--- src/hdl/gray_code_kernel_filter_bank_top_assert.svh ---
// assertion macros for the gray-code kernel filter bank
`ifndef GRAY_CODE_KERNEL_FILTER_BANK_TOP_ASSERT_SVH
`define GRAY_CODE_KERNEL_FILTER_BANK_TOP_ASSERT_SVH
`ifndef ASSERT_OFF
// clocked check, masked while reset is low
`define GCKF_ASSERT(label, prop) \
    label: assert property (@(posedge i_clk) disable iff (!i_rst_n) (prop)) \
        else $error("%m: check failed");
// clocked check that also holds during reset
`define GCKF_ASSERT_ALWAYS(label, prop) \
    label: assert property (@(posedge i_clk) (prop)) \
        else $error("%m: check failed");
`else
`define GCKF_ASSERT(label, prop)
`define GCKF_ASSERT_ALWAYS(label, prop)
`endif
`endif

--- src/hdl/gckf_pkg.sv ---
// shared types and constants of the gray-code kernel filter bank
package gckf_pkg;

    localparam int PROJ_W     = 21;
    localparam int CFG_IDX_W  = 2;
    localparam int CFG_DATA_W = 5;
    localparam int LOG2_W     = 3;
    localparam int COUNT_W    = 5;

    typedef logic signed [PROJ_W-1:0] t_proj;

    typedef enum logic [CFG_IDX_W-1:0] {
        CFG_KERNEL_LOG2 = 2'd0,
        CFG_BASE_COUNT  = 2'd1
    } t_cfg_idx;

    localparam logic [LOG2_W-1:0]  KERNEL_LOG2_RST = 3'd2;
    localparam logic [COUNT_W-1:0] BASE_COUNT_RST  = 5'd4;

    // clamped configuration
    typedef struct packed {
        logic [LOG2_W-1:0]  log2;
        logic [COUNT_W-1:0] count;
    } t_cfg_sel;

    // per-cycle datapath controls
    typedef struct packed {
        logic samp_wr;
        logic samp_rd;
        logic sum_init;
        logic sum_acc;
        logic sum_gate;
        logic kern_rd;
        logic kern_ok;
        logic kern_sgn;
        logic kern_step;
        logic kern_first;
        logic kern_zero;
        logic out_load;
        logic out_last;
    } t_dp_ctrl;

endpackage

--- src/hdl/gckf_if.sv ---


interface gckf_cfg_if;
    logic                            valid;
    logic                            ready;
    logic [gckf_pkg::CFG_IDX_W-1:0]  index;
    logic [gckf_pkg::CFG_DATA_W-1:0] data;

    modport source (output valid, index, data, input ready);
    modport sink   (input valid, index, data, output ready);
endinterface

--- src/hdl/gckf_cfg.sv ---
// configuration registers with range clamping
module gckf_cfg #(
    parameter int MAX_KERNEL_LOG2 = 4
) (
    input  logic                i_clk,
    input  logic                i_rst_n,
    gckf_cfg_if.sink            i_cfg,
    output gckf_pkg::t_cfg_sel  o_cfg_sel
);
    localparam int CNT_W = MAX_KERNEL_LOG2 + 1;
    localparam int CMP_W = (CNT_W > gckf_pkg::COUNT_W) ? CNT_W : gckf_pkg::COUNT_W;

    logic [gckf_pkg::LOG2_W-1:0]  r_kernel_log2;
    logic [gckf_pkg::COUNT_W-1:0] r_base_count;
    logic [gckf_pkg::LOG2_W-1:0]  log2_cl;
    logic [CMP_W-1:0]             klen;
    logic [CMP_W-1:0]             cnt_ext;

    assign i_cfg.ready = 1'b1;

    always_ff @(posedge i_clk) begin
        if (!i_rst_n) begin
            r_kernel_log2 <= gckf_pkg::KERNEL_LOG2_RST;
            r_base_count  <= gckf_pkg::BASE_COUNT_RST;
        end else if (i_cfg.valid) begin
            if (i_cfg.index == gckf_pkg::CFG_KERNEL_LOG2) begin
                r_kernel_log2 <= i_cfg.data[gckf_pkg::LOG2_W-1:0];
            end else if (i_cfg.index == gckf_pkg::CFG_BASE_COUNT) begin
                r_base_count <= i_cfg.data[gckf_pkg::COUNT_W-1:0];
            end
        end
    end

    always_comb begin
        if (r_kernel_log2 < 3'd1) begin
            log2_cl = 3'd1;
        end else if (r_kernel_log2 > gckf_pkg::LOG2_W'(MAX_KERNEL_LOG2)) begin
            log2_cl = gckf_pkg::LOG2_W'(MAX_KERNEL_LOG2);
        end else begin
            log2_cl = r_kernel_log2;
        end
        klen    = CMP_W'(1) << log2_cl;
        cnt_ext = CMP_W'(r_base_count);
        o_cfg_sel.log2 = log2_cl;
        // count never exceeds the kernel length
        if (r_base_count < 5'd1) begin
            o_cfg_sel.count = 5'd1;
        end else if (cnt_ext > klen) begin
            o_cfg_sel.count = gckf_pkg::COUNT_W'(klen);
        end else begin
            o_cfg_sel.count = r_base_count;
        end
    end

endmodule

--- src/flat_wrapper.sv ---
// flat-port wrapper written by rule: the top's interface ports become plain ports
module gckf_cfg_flat 
#(
    parameter int MAX_KERNEL_LOG2 = 4
)
  (i_clk, i_rst_n, o_cfg_sel, i_cfg_valid, i_cfg_index, i_cfg_data, i_cfg_ready);
  gckf_cfg_if i_cfg_i ();
  input  logic i_clk;
  input  logic i_rst_n;
  output gckf_pkg::t_cfg_sel o_cfg_sel;
  input wire logic [$bits(i_cfg_i.valid)-1:0] i_cfg_valid;
  input wire logic [$bits(i_cfg_i.index)-1:0] i_cfg_index;
  input wire logic [$bits(i_cfg_i.data)-1:0] i_cfg_data;
  output wire logic [$bits(i_cfg_i.ready)-1:0] i_cfg_ready;
  assign i_cfg_i.valid = i_cfg_valid;
  assign i_cfg_i.index = i_cfg_index;
  assign i_cfg_i.data = i_cfg_data;
  assign i_cfg_ready = i_cfg_i.ready;
  gckf_cfg #(.MAX_KERNEL_LOG2(MAX_KERNEL_LOG2)) u_core (.i_clk(i_clk), .i_rst_n(i_rst_n), .i_cfg(i_cfg_i), .o_cfg_sel(o_cfg_sel));
endmodule
--- config.mk ---
export PLATFORM = sky130hd
export DESIGN_NAME = gckf_cfg_flat
export DESIGN_NICKNAME = d
export VERILOG_FILES = /design/src/hdl/gray_code_kernel_filter_bank_top_assert.svh /design/src/hdl/gckf_pkg.sv /design/src/hdl/gckf_if.sv /design/src/hdl/gckf_cfg.sv /design/src/flat_wrapper.sv
export SDC_FILE = /design/constraint.sdc
export NUM_CORES = 1
export LEC_CHECK = 0
export BUFFER_PORTS_ARGS = -buffer_cell sky130_fd_sc_hd__buf_2
export CORE_MARGIN = 2
export CORE_UTILIZATION = 41
export DETAILED_ROUTE_END_ITERATION = 12
export PLACE_DENSITY = 0.67
export SYNTH_ARGS = -nofsm -noshare
export SYNTH_HDL_FRONTEND = slang
export SYNTH_SLANG_ARGS = --single-unit
--- constraint.sdc ---
create_clock -name i_clk -period 3 [get_ports i_clk]
set_input_delay 0.6 -clock i_clk [delete_from_list [all_inputs] [get_ports i_clk]]
set_output_delay 0.6 -clock i_clk [all_outputs]
set_load 0.05 [all_outputs]
==> flow_summary.ini <==
[outcome]
status = completed

[clocking]
cts_buffers = 3
cts_root_buffer = clkbuf_4
clockBufferDepth = 2
clkSinkCount = 8
htreeDepth = 1
cts_hold_buf = 0
worstSkewPairLatency_ns = 0.25
clkTransAtPathRegs_ns = 0.05
cts_tree = built

[power]
p_per_area_nw_per_um2 = 416.0
p_leak_nw = 0.3744
vdd_ir_drop_max_mv = 0.2055
p_total_uw = 309.1

[timing]
fin_tns_setup_ns = 0
skew_ns = 0
setup_viol = 0
hold_slack_ns = 0.4941
fmax_mhz = 345.2
slew_viol_final = 0
hold_viol = 0
fin_crit_ns = 2.897
period_share_pct = 96.55
worst_slack_ns = 0.1035

[setup_path]
cp.required_ns = 2.40
crit_slowest_cell = o32ai_4
critPathMaxFanout = 5
critPathKind = flip-flop to output pin
cp_cell_sequence = or2_2 > ha_1 > nand4_1 > nor2_1 > o32ai_4 > mux2_4 > buf_4
endpoint_kind = output pin
cp-start-kind = flip-flop
crit_arrival_ns = 2.30
max_stage_delay_ns = 0.39

[cells_and_area]
final_nets = 99
drive_gt1_share_pct = 42.68
utilization_pct = 57.12
area.growth.synth_to_final_pct = 30.55
num_antenna_cells = 0
num-fill-cells = 125

[synthesis]
synth_edf_count = 0
syn_nets = 78
yosysUniqueCellTypes = 22
avgSynthCellArea_sq_um = 9.036
ys_seq_area_share_pct = 28.13
synthMuxAreaShare_pct = 18.46
synth-adder-area-share_pct = 10.99
synth_compound_area_share_pct = 11.21
synth-simple-area-share_pct = 25.27
async_flop_share_pct = 0
ys.flop_type = dfxtp_1
synth_xor_area_share_pct = 0
synth_top_family_by_area = simple AND/OR/NAND/NOR gates
synth_commonest_cells = dfxtp_1 (8), nor2_1 (8), nor2b_1 (7)
yosys-top-cells-area = dfxtp_1 (28%), ha_1 (11%), mux2i_1 (11%), mux2_2 (7.9%), nor2b_1 (7.7%)
synth_top_area_share_pct = 28.13
netlist_area_sq_um = 569.3
yosysWarnings = 0
syn_inst = 63
synth_seq_cells = 8
synth_area_leader_cell = dfxtp_1

[floorplanning]
start_util_pct = 43.75
die_w_um = 41.26
fp-row-count = 13
die_h_um = 41.26
io_pins = 19
die_area_sq_um = 1702
core_region_area_sq_um = 1301

[global_routing]
antenna_found_initial = 0
grt_use_total_pct = 16.52
grt_pass1_vias = 429
grt_max_degree = 9
grt_first_pass_wirelength_um = 1738
grt.overflow.total = 0

[placement]
post-dp-hpwl_um = 919.6
port_buffers = 17
gp_congestion = 0.6629
dp_slack_ns = 0.2459

[routing]
drtIter0Drc = 2
firstDrtPassIters = 2
wire_per_inst_um = 11.60
antenna_left = 0
vias = 480
routed_wirelength_um = 1125
drcViolationCount = 0
viasPerCell = 4.948

[job]
drv_cap = 0

[min_path]
hold_class = flip-flop to flip-flop
## kinds of logic after synthesis
family,after synthesis
buffers and inverters,6
DFF,8
AOI/OAI and AO/OA,7
adders and majority gates,5
and+or+nand+nor,25
muxes,10
other,2
## cell type report
type | count | area, sq um | share of cell area [%]
clock buffers | 3 | 22.52 | 3.030
inverters | 4 | 15.01 | 2.020
multi-input cells | 49 | 422.9 | 56.90
flip-flops and latches | 8 | 161.4 | 21.72
well taps | 15 | 18.77 | 2.525
repair buffers | 18 | 102.6 | 13.80
## placed cells by master, fill, tap and decap left out
master    count
buf_2        13
nor2_1        8
dfxtp_1       7
mux2i_1       6
nor2b_1       6
buf_4         5
nand2_1       4
inv_1         4
mux2_4        4
ha_1          4
a21oi_1       3
clkbuf_4      3
conb_1        2
nor2b_4       1
or2_2         1
or4_4         1
nor2_4        1
nand4_1       1
a211oi_2      1
o21ai_0       1
o32ai_4       1
a21o_2        1
nand3b_1      1
nor3b_2       1
ha_4          1
dfxtp_2       1
## path summary, 6_finish.rpt
path                            from                      end  slack (ns)  depth (start not counted)
max reg2reg  u_core.r_kernel_log2[2]  u_core.r_kernel_log2[2]        2.11                          4
min          u_core.r_kernel_log2[1]  u_core.r_kernel_log2[1]        0.49                          2
max          u_core.r_kernel_log2[2]             o_cfg_sel[4]        0.10                          7
min reg2reg  u_core.r_kernel_log2[1]  u_core.r_kernel_log2[1]        0.49                          2
## critical path, delay by kind of cell (launching register included)
family,cells,cell delay (ns)
AOI/OAI and AO/OA,1,0.39
adders and majority gates,1,0.28
buffers and inverters,1,0.19
DFF,1,0.35
muxes,1,0.34
and+or+nand+nor,3,0.49
## flip-flops by register name, summed over array words and instances (netlist names)
signal,count
u_core.r_kernel_log2,3
u_core.cnt_ext,5
## where the power goes
part / total, mW / internal, mW / switching [mW]
Clock: 0.0818 / 0.0457 / 0.0361
Combinational: 0.113 / 0.0492 / 0.0634
Sequential: 0.115 / 0.110 / 0.00452
Total: 0.309 / 0.205 / 0.104
## through the flow
stage,instances,instance area (sq um)
after detailed placement,93,664.4
after floorplan,63,571.8
after CTS,96,708.2
after global routing,97,743.2
final,97,743.2
after global placement,93,664.4
## layer usage
metal	vias up	global-route usage (%)	wire length, um
met5	-	0	0
met4	0	12.10	32
met3	5	3.261	53
met2	16	26.17	527
met1	210	19.48	511
li1	249	-	-
## timing repair
| item | CTS | global route |
|---|---|---|
| setup buffers | 0 | 1 |
| pin swaps | 3 | 1 |
| setup endpoints to repair | 4 | 4 |
| hold endpoints to repair | 0 | 0 |
| resized for setup | 7 | 5 |
No activity file was read; power rests on OpenSTA's default activity.
