File: config.mk
export PLATFORM = sky130hd
export DESIGN_NAME = gckf_ctrl
export DESIGN_NICKNAME = d
export VERILOG_FILES = /design/src/hdl/gckf_pkg.sv /design/src/hdl/gckf_ctrl.sv
export VERILOG_INCLUDE_DIRS = /design/src /design/src/hdl
export SDC_FILE = /design/constraint.sdc
export NUM_CORES = 1
export LEC_CHECK = 0
export ABC_AREA = 1
export BUFFER_PORTS_ARGS = -buffer_cell sky130_fd_sc_hd__buf_2
export CORE_MARGIN = 3
export CORE_UTILIZATION = 37
export DETAILED_ROUTE_END_ITERATION = 6
export PLACE_DENSITY = 0.65
export RECOVER_POWER = 100
export SYNTH_ARGS = -nofsm -noshare
export SYNTH_HDL_FRONTEND = slang
export SYNTH_SLANG_ARGS = --single-unit
File: constraint.sdc
create_clock -name i_clk -period 5.5 [get_ports i_clk]
set_input_delay 0.275 -clock i_clk [delete_from_list [all_inputs] [get_ports i_clk]]
set_output_delay 0.275 -clock i_clk [all_outputs]
set_load 0.005 [all_outputs]
File: src/hdl/gray_code_kernel_filter_bank_top_assert.svh
// assertion macros for the gray-code kernel filter bank
`ifndef GRAY_CODE_KERNEL_FILTER_BANK_TOP_ASSERT_SVH
`define GRAY_CODE_KERNEL_FILTER_BANK_TOP_ASSERT_SVH
`ifndef ASSERT_OFF
// clocked check, masked while reset is low
`define GCKF_ASSERT(label, prop) \
    label: assert property (@(posedge i_clk) disable iff (!i_rst_n) (prop)) \
        else $error("%m: check failed");
// clocked check that also holds during reset
`define GCKF_ASSERT_ALWAYS(label, prop) \
    label: assert property (@(posedge i_clk) (prop)) \
        else $error("%m: check failed");
`else
`define GCKF_ASSERT(label, prop)
`define GCKF_ASSERT_ALWAYS(label, prop)
`endif
`endif

File: src/hdl/gckf_pkg.sv
// shared types and constants of the gray-code kernel filter bank
package gckf_pkg;

    localparam int PROJ_W     = 21;
    localparam int CFG_IDX_W  = 2;
    localparam int CFG_DATA_W = 5;
    localparam int LOG2_W     = 3;
    localparam int COUNT_W    = 5;

    typedef logic signed [PROJ_W-1:0] t_proj;

    typedef enum logic [CFG_IDX_W-1:0] {
        CFG_KERNEL_LOG2 = 2'd0,
        CFG_BASE_COUNT  = 2'd1
    } t_cfg_idx;

    localparam logic [LOG2_W-1:0]  KERNEL_LOG2_RST = 3'd2;
    localparam logic [COUNT_W-1:0] BASE_COUNT_RST  = 5'd4;

    // clamped configuration
    typedef struct packed {
        logic [LOG2_W-1:0]  log2;
        logic [COUNT_W-1:0] count;
    } t_cfg_sel;

    // per-cycle datapath controls
    typedef struct packed {
        logic samp_wr;
        logic samp_rd;
        logic sum_init;
        logic sum_acc;
        logic sum_gate;
        logic kern_rd;
        logic kern_ok;
        logic kern_sgn;
        logic kern_step;
        logic kern_first;
        logic kern_zero;
        logic out_load;
        logic out_last;
    } t_dp_ctrl;

endpackage

File: src/hdl/gckf_ctrl.sv
// sequencer: box-sum sweep, kernel sweep and result handshake
`include "gray_code_kernel_filter_bank_top_assert.svh"
module gckf_ctrl #(
    parameter int MAX_KERNEL_LOG2 = 4
) (
    input  logic                        i_clk,
    input  logic                        i_rst_n,
    input  gckf_pkg::t_cfg_sel          i_cfg_sel,
    input  logic                        i_in_valid,
    input  logic                        i_start_req,
    output logic                        o_in_ready,
    input  logic                        i_out_ready,
    output logic                        o_out_valid,
    output gckf_pkg::t_dp_ctrl          o_ctrl,
    output logic [MAX_KERNEL_LOG2-1:0]  o_wp,
    output logic [MAX_KERNEL_LOG2-1:0]  o_samp_slot,
    output logic [MAX_KERNEL_LOG2-1:0]  o_kern_rd_k,
    output logic [MAX_KERNEL_LOG2-1:0]  o_kern_slot,
    output logic [MAX_KERNEL_LOG2-1:0]  o_kern_wr_k
);
    localparam int MAX_L = MAX_KERNEL_LOG2;
    localparam int MAXK  = 1 << MAX_L;
    localparam int CNT_W = MAX_L + 1;
    localparam int CMP_W = (CNT_W > gckf_pkg::COUNT_W) ? CNT_W : gckf_pkg::COUNT_W;

    typedef enum logic [2:0] {
        ST_IDLE = 3'b001,
        ST_BOX  = 3'b010,
        ST_KERN = 3'b100
    } t_state;

    t_state             r_state, n_state;
    logic [MAX_L-1:0]   r_d, n_d;
    logic [MAX_L-1:0]   r_k, n_k;
    logic [CNT_W-1:0]   r_pos, n_pos;
    logic [MAX_L-1:0]   r_wp, n_wp;
    logic               r_out_valid, n_out_valid;

    logic [CNT_W-1:0]   klen;
    logic [MAX_L-1:0]   nk;
    logic [CNT_W-1:0]   delta;
    logic [CMP_W-1:0]   k_ext, b_ext;
    logic               emit, can_load;

    // lag exponent of kernel i: high gray bits shared with kernel i-1
    function automatic logic [2:0] lag_log2(input logic [MAX_L-1:0] i,
                                            input logic [2:0] l);
        int t;
        t = 0;
        for (int b = MAX_L - 1; b >= 0; b--) begin
            if (i[b]) begin
                t = b;
            end
        end
        return 3'(int'(l) - 1 - t);
    endfunction

    // sign: the gray bit that flips between kernel i-1 and kernel i
    function automatic logic kern_sign(input logic [MAX_L-1:0] i);
        logic [MAX_L-1:0] g, low;
        g   = i ^ (i >> 1);
        low = i & (~i + MAX_L'(1));
        return |(g & low);
    endfunction

    assign klen     = CNT_W'(1) << i_cfg_sel.log2;
    assign nk       = r_k + MAX_L'(1);
    assign delta    = CNT_W'(1) << lag_log2(nk, i_cfg_sel.log2);
    assign k_ext    = CMP_W'(r_k);
    assign b_ext    = CMP_W'(i_cfg_sel.count);
    assign emit     = k_ext < b_ext;
    assign can_load = !r_out_valid || i_out_ready;

    assign o_in_ready  = (r_state == ST_IDLE);
    assign o_out_valid = r_out_valid;
    assign o_wp        = r_wp;
    assign o_kern_wr_k = r_k;
    assign o_kern_rd_k = nk;
    assign o_kern_slot = r_wp - delta[MAX_L-1:0];

    always_comb begin
        n_state     = r_state;
        n_d         = r_d;
        n_k         = r_k;
        n_pos       = r_pos;
        n_wp        = r_wp;
        o_ctrl      = '0;
        o_samp_slot = r_wp - MAX_L'(1);

        case (r_state)
            ST_IDLE: begin
                if (i_in_valid) begin
                    o_ctrl.samp_wr  = 1'b1;
                    o_ctrl.sum_init = 1'b1;
                    o_ctrl.samp_rd  = 1'b1;
                    n_d             = MAX_L'(1);
                    n_state         = ST_BOX;
                    if (i_start_req) begin
                        n_pos = '0;
                    end
                end
            end
            ST_BOX: begin
                o_ctrl.sum_acc  = 1'b1;
                o_ctrl.sum_gate = CNT_W'(r_d) <= r_pos;
                o_samp_slot     = r_wp - (r_d + MAX_L'(1));
                if ((CNT_W'(r_d) + CNT_W'(1)) < klen) begin
                    o_ctrl.samp_rd = 1'b1;
                    n_d            = r_d + MAX_L'(1);
                end else begin
                    n_k     = '0;
                    n_state = ST_KERN;
                end
            end
            ST_KERN: begin
                if (!emit || can_load) begin
                    o_ctrl.kern_step  = 1'b1;
                    o_ctrl.kern_first = (r_k == '0);
                    o_ctrl.kern_zero  = CNT_W'(r_k) >= klen;
                    o_ctrl.out_load   = emit;
                    o_ctrl.out_last   = (k_ext + CMP_W'(1)) == b_ext;
                    o_ctrl.kern_rd    = 1'b1;
                    o_ctrl.kern_ok    = delta <= r_pos;
                    o_ctrl.kern_sgn   = kern_sign(nk);
                    if (r_k == MAX_L'(MAXK - 1)) begin
                        n_state = ST_IDLE;
                        n_wp    = r_wp + MAX_L'(1);
                        if (r_pos != CNT_W'(MAXK)) begin
                            n_pos = r_pos + CNT_W'(1);
                        end
                    end else begin
                        n_k = nk;
                    end
                end
            end
            default: begin
                n_state = ST_IDLE;
            end
        endcase

        if (o_ctrl.out_load) begin
            n_out_valid = 1'b1;
        end else if (i_out_ready) begin
            n_out_valid = 1'b0;
        end else begin
            n_out_valid = r_out_valid;
        end
    end

    always_ff @(posedge i_clk) begin
        if (!i_rst_n) begin
            r_state     <= ST_IDLE;
            r_d         <= '0;
            r_k         <= '0;
            r_pos       <= '0;
            r_wp        <= '0;
            r_out_valid <= 1'b0;
        end else begin
            r_state     <= n_state;
            r_d         <= n_d;
            r_k         <= n_k;
            r_pos       <= n_pos;
            r_wp        <= n_wp;
            r_out_valid <= n_out_valid;
        end
    end

    `GCKF_ASSERT_ALWAYS(a_rst_idle, !i_rst_n |=> (r_state == ST_IDLE && !r_out_valid))
    `GCKF_ASSERT(a_pos_sat, r_pos <= CNT_W'(MAXK))
    `GCKF_ASSERT(a_no_overwrite, (r_out_valid && !i_out_ready) |-> !o_ctrl.out_load)
    `GCKF_ASSERT(a_box_lag, (r_state == ST_BOX) |-> (CNT_W'(r_d) < klen))
    `GCKF_ASSERT(a_wp_bump, (r_state == ST_KERN && n_state == ST_IDLE) |=> ((r_wp - $past(r_wp)) == MAX_L'(1)))

endmodule

==> results of run 1 <==
[flip-flops by register name (all words and copies together) (netlist names)]
register and count:
o_out_valid 1, r_state 3, r_d 4, r_pos 5
o_kern_wr_k 4, o_wp 4
[cell families (layout without fill, tap and decap cells)]
family,Yosys count,in the layout,synth area share [%]
buf+inv,67,112,11.8
xor+xnor,12,12,4.57
flops,21,21,18.3
simple gates,160,160,33.5
compound gates,36,36,8.59
fa+ha+maj,41,41,23.3
[cell usage in the layout, fill, tap and decap left out]
cell type,count
o22ai_1,1
inv_1,59
nand2_4,1
o21a_1,1
nand3_1,28
clkbuf_8,3
a2bb2oi_1,1
nand2_2,3
a21oi_1,20
and3_1,2
nand2_1,68
clkbuf_2,3
a21o_1,1
ha_1,38
clkinvlp_2,1
o211ai_1,1
nand4_1,11
clkbuf_1,17
fa_1,3
clkinv_1,1
nor2_4,1
dfxtp_1,21
xnor2_1,2
nor2_1,32
or2_2,2
nor3_1,12
clkinv_2,1
a21boi_0,1
a31oi_1,2
o21ai_0,8
xor2_1,10
buf_2,27
[critical path, cell delays in order, from the launching register on]
cell and delay (ns):
dfxtp_1 0.46, nand3_1 0.12, xor2_1 0.42, ha_1 0.24
o21ai_0 0.09, ha_1 0.21, fa_1 0.55, inv_1 0.08
nor3_1 0.26, inv_1 0.08, ha_1 0.32, a21oi_1 0.14
o21ai_0 0.11, xnor2_1 0.15, clkbuf_1 0.12
[metal layers]
metal  up-vias  GRT usage [%]  part of all wire (%)  routed length [µm]
li1       1183              -                     -                   -
met1      1027           20.0                    47                2640
met2        32           29.8                    48                2710
met3         4           2.72                   3.7                 207
met4         0           3.02                  0.56                  31
met5         -              0                     0                   0
[path summary, 6_finish.rpt]
| check | start | end | slack, ns | cells after the start |
|---|---|---|---|---|
| max | o_kern_wr_k[0]$_SDFFE_PN0P_ | o_kern_slot[3] | 1.60 | 14 |
| min | i_rst_n | r_state[0]$_SDFFE_PN1P_ | 0.32 | 2 |
| max reg2reg | r_d[0]$_SDFFE_PN0P_ | r_d[0]$_SDFFE_PN0P_ | 3.15 | 11 |
| min reg2reg | r_pos[4]$_SDFFE_PN0P_ | r_pos[4]$_SDFFE_PN0P_ | 0.49 | 2 |
[cell type report]
| cell class | count | area (µm²) |
|---|---|---|
| Clock buffer | 3 | 41.3 |
| Clock inverter | 1 | 5.00 |
| Fill cell | 676 | 3400 |
| Inverter | 61 | 230 |
| Multi-Input combinational cell | 249 | 1550 |
| Sequential cell | 21 | 420 |
| Tap cell | 75 | 93.8 |
| Timing Repair Buffer | 47 | 214 |
[per-stage QoR]
step	worst slack (ns)	total power [mW]	hold WS [ns]	cells
after floorplan	2.27	0.353	0.423	337
after global placement	2.00	0.412	0.470	453
after detailed placement	1.93	0.418	0.481	453
after CTS	1.62	0.527	0.322	457
after global routing	1.28	0.561	0.333	457
final	1.60	0.507	0.320	457
[report_power, final]
group	total, mW	internal, mW	switching [mW]
Sequential	0.185	0.165	0.0202
Combinational	0.214	0.0851	0.129
Clock	0.109	0.0507	0.0579
Total	0.507	0.301	0.207
[cell usage after synthesis]
master	n
nand2_1	67
inv_1	59
ha_1	38
nor2_1	30
nand3_1	26
dfxtp_1	21
a21oi_1	20
nand4_1	10
nor3_1	10
xor2_1	10
o21ai_0	8
buf_4	5
nand2_2	4
fa_1	3
a31oi_1	2
and3_1	2
nand3_2	2
nor2_4	2
nor3_4	2
or2_2	2
xnor2_1	2
a21boi_0	1
a21o_1	1
a2bb2oi_1	1
clkbuf_1	1
clkinv_1	1
clkinv_2	1
nand2_4	1
nand4_4	1
nor2_2	1
o211ai_1	1
o21a_1	1
o22ai_1	1
==> impl_metrics.yaml, run 1 <==
run_status:
  status: "complete, no violations"
clocking:
  post_cts_resized: 0
  path_clk_slew_ns: 0.09
  cts-root-buf: "clkbuf_8"
  cts.hold.buffers_added: 0
  post_cts_buffers: 0
  numCtsBuffers: 3
  clk_latency_ns: 0.27
  htree_levels: 1
  cts_tree: "done"
  cts_max_path_buffers: 2
  cts_sinks: 21
cells_and_area:
  antenna_cells: 0
  drive_gt1_share_pct: 11.0
  syn2layout_area_growth_pct: 11.0
  fin_area_um2: 2550
  fin_nets: 437
  finalCoreUtilization_pct: 42.9
routing:
  wl_per_cell_um: 12.2
  ant_nets: 0
  routed_via_density: 4.91
  remaining_drc_errors: 0
  drt-initial-drc-count: 108
  wirelength_um: 5580
  vias: 2246
  first_pass_iters: 4
worst_setup_path:
  cp-start-kind: "flop"
  cp.arrival_ns: 3.62
  worstPathRequired_ns: 5.22
  end_kind: "output pin"
  crit_fanout: 8
  crit_type: "flop to output pin"
die:
  core_um2: 5960
  die_h_um: 84.9
  core.rowCount: 28
  io_pins: 48
  die_w_um: 84.9
  initial_utilization_pct: 38.6
  die-area_um2: 7200
place:
  io_buffers: 47
  gp_congestion: 0.879
  post-dp-hpwl_um: 4690
  post_dp_cell_area_um2: 2590
pwr:
  power_leakage_nw: 1.29
  peakVddDrop_uv: 98.4
  power.density_nw_per_um2: 199
sta:
  hold_viol: 0
  finalCritPeriodShare_pct: 70.9
  tns_ns: 0
  setup_viol: 0
  rsz0062_at_grt: "false"
  min_period_ns: 3.90
  clock.fmax_mhz: 257
  slew_viol_final: 0
  slew_headroom_pct: 48.4
  worst_slew_pin_slew_ns: 0.768
  fin_worst_skew_ns: 0.0107
synth:
  synth_area_leaders: "ha_1, dfxtp_1, nand2_1, inv_1, nand3_1"
  synth_top_area_cell: "ha_1"
  synth_top_area_share_pct: 20.7
  synth-seq-cells: 21
  syn_nets: 391
  syn_area_per_cell_um2: 6.83
  seq_area_frac_synth_pct: 18.3
  syn-cell-area_um2: 2300
  netlist_instances: 337
  yosysWarnings: 0
  yosysUniqueCellTypes: 33
run:
  drv_cap: 0
min_path:
  hold_path_class: "input pin to flop"
global_routing:
  grt_pass1_vias: 2171
  grt_max_degree: 13
  grt_pass1_wl_um: 9640
  grt_overflow: 0
  antenna_found_initial: 0
  grt_usage_pct: 16.2
(Power assumes the default switching activity.)
==> inputs of run 2 (changes only) <==
Settings changed: ABC_AREA 1 to 0.
Clock period 5.5 ns to 3.7 ns, I/O delays scaled along.
==> run 2 against run 1 <==
  * Total power increased by 3.1%
  * Worst hold slack improved by 0.032 ns
  * Setup slack got worse by 1.5 ns
  * Register-to-register slack got worse by 2.0 ns
  * Critical path type unchanged
  * Highest routed layer unchanged
==> impl_metrics.yaml, run 2 <==
sta:
  clock.fmax_mhz: 281
  finalCritPeriodShare_pct: 96.2
  slew_headroom_pct: 60.0
  setup_ws_ns: 0.141
  hold_viol: 0
  worst_slew_pin_slew_ns: 0.598
  tns_ns: 0
  fin_worst_skew_ns: 0.00502
  slew_viol_final: 0
  setup_viol: 0
  min_period_ns: 3.56
cells_and_area:
  fin_nets: 383
  most-common-layout-cells: "buf_2, inv_1, ha_1"
  antenna_cells: 0
  top_register: "r_pos"
  mostFrequentLayoutCell: "buf_2"
  largest_reg_flops: 5
  syn2layout_area_growth_pct: 23.0
  drive_gt1_share_pct: 27.1
synth:
  async_reset_ff_share_pct: 0
  seq_area_frac_synth_pct: 19.1
  yosysWarnings: 0
  yosys-top-cells-count: "ha_1, inv_1, nand2_1"
  synth_edf_count: 0
  yosysUniqueCellTypes: 49
  synth_top_area_share_pct: 21.6
  syn-cell-area_um2: 2210
  syn_nets: 327
  synth_top_area_cell: "ha_1"
  synth-seq-cells: 21
  netlist_instances: 273
  yosysMostFrequentCell: "ha_1"
  synth_top_flop_cell: "dfxtp_1"
  syn_area_per_cell_um2: 8.08
  synth_area_leaders: "ha_1, dfxtp_1, inv_1, nand3_1, nand2_1"
worst_setup_path:
  cp-start-kind: "flop"
  cp.arrival_ns: 3.37
  crit_fanout: 8
  crit_type: "flop to output pin"
  worstPathRequired_ns: 3.51
  end_kind: "output pin"
clocking:
  cts_sinks: 21
  htree_levels: 1
  cts_max_path_buffers: 2
  clk_latency_ns: 0.27
  numCtsBuffers: 3
  path_clk_slew_ns: 0.09
  cts-root-buf: "clkbuf_8"
  cts_tree: "done"
die:
  core.rowCount: 27
  core_um2: 5640
  initial_utilization_pct: 39.1
  die_h_um: 83.2
  die-area_um2: 6920
  die_w_um: 83.2
  io_pins: 48
global_routing:
  grt_usage_pct: 15.9
  antenna_found_initial: 0
  grt_max_degree: 28
  grt_pass1_vias: 1959
  grt_pass1_wl_um: 9260
  grt_overflow: 0
routing:
  vias: 2064
  remaining_drc_errors: 0
  routed_via_density: 5.16
  wl_per_cell_um: 13.8
  first_pass_iters: 4
  drt-initial-drc-count: 64
  ant_nets: 0
  wirelength_um: 5530
run:
  drv_cap: 0
run_status:
  status: "complete, no violations"
pwr:
  peakVddDrop_uv: 111
  power.density_nw_per_um2: 193
  power_leakage_nw: 1.27
place:
  io_buffers: 47
  gp_congestion: 0.857
  dp_slack_ns: 0.0377
  post-dp-hpwl_um: 4290
min_path:
  hold_path_class: "input pin to flop"
-- run 2: worst paths after layout --
| path | depth (start not counted) | from | slack, ns | to |
|---|---|---|---|---|
| setup / recovery | 14 | o_kern_wr_k[0]$_SDFFE_PN0P_ | 0.14 | o_kern_slot[3] |
| hold / removal | 4 | i_start_req | 0.35 | r_pos[2]$_SDFFE_PN0P_ |
| setup reg to reg | 9 | r_d[0]$_SDFFE_PN0P_ | 1.19 | o_kern_wr_k[3]$_SDFFE_PN0P_ |
| hold reg to reg | 1 | r_pos[2]$_SDFFE_PN0P_ | 0.53 | r_pos[2]$_SDFFE_PN0P_ |
-- run 2: layout make-up --
cell class	count	area, µm²
Tap cell	72	90.1
Clock buffer	3	41.3
Multi-Input combinational cell	211	1700
Clock inverter	1	5.00
Inverter	34	128
Sequential cell	21	429
Timing Repair Buffer	58	317
Fill cell	556	2930
-- run 2: worst max-delay path: stages (launching register included) --
cell and delay, ns:
dfxtp_4 0.39, ha_4 0.17, ha_4 0.29, ha_4 0.13, o21ai_2 0.06, ha_2 0.19, fa_2 0.40, xor2_2 0.24
nand3b_1 0.16, ha_1 0.32, a21o_1 0.17, a21oi_2 0.17, xnor2_2 0.14, xnor2_1 0.13, buf_2 0.13
-- run 2: logic make-up after synthesis --
family / after synthesis / synth area share (%)
buffers and inverters: 41 / 7.66
DFF: 21 / 19.1
xor gates and xnor gates: 13 / 5.16
and+or+nand+nor: 96 / 24.7
AOI/OAI and AO/OA: 55 / 16.4
adders and majority gates: 41 / 24.3
muxes: 6 / 2.72
-- run 2: what timing repair did --
item	4_1_cts	5_1_grt
buffers inserted	2	5
resized for setup	5	15
pin swaps	1	12
endpoints found under the setup margin	3	3
hold buffers	0	0
-- run 2: power by group --
group | switching [mW] | total, mW | internal [mW]
sequential | 0.00779 | 0.236 | 0.229
clock | 0.0829 | 0.158 | 0.0752
combinational | 0.0679 | 0.128 | 0.0606
total | 0.159 | 0.523 | 0.364
-- run 2: stage by stage --
step	std cells	power, mW	hold slack, ns	cell area, µm²	util, %
after floorplan	273	0.323	0.422	2210	-
after global routing	400	0.556	0.404	2710	48.1
after CTS	395	0.525	0.338	2600	46.2
final	400	0.523	0.352	2710	48.1
after global placement	389	0.361	0.497	2520	44.7
after detailed placement	389	0.362	0.505	2520	44.7
-- run 2: layer usage --
| metal | GRT usage (%) | routed length, µm | up-vias |
|---|---|---|---|
| met5 | 0 | 0 | - |
| met1 | 20.9 | 2700 | 960 |
| met4 | 2.23 | 27 | 0 |
| met2 | 27.3 | 2620 | 33 |
| li1 | - | - | 1069 |
| met3 | 3.08 | 188 | 2 |
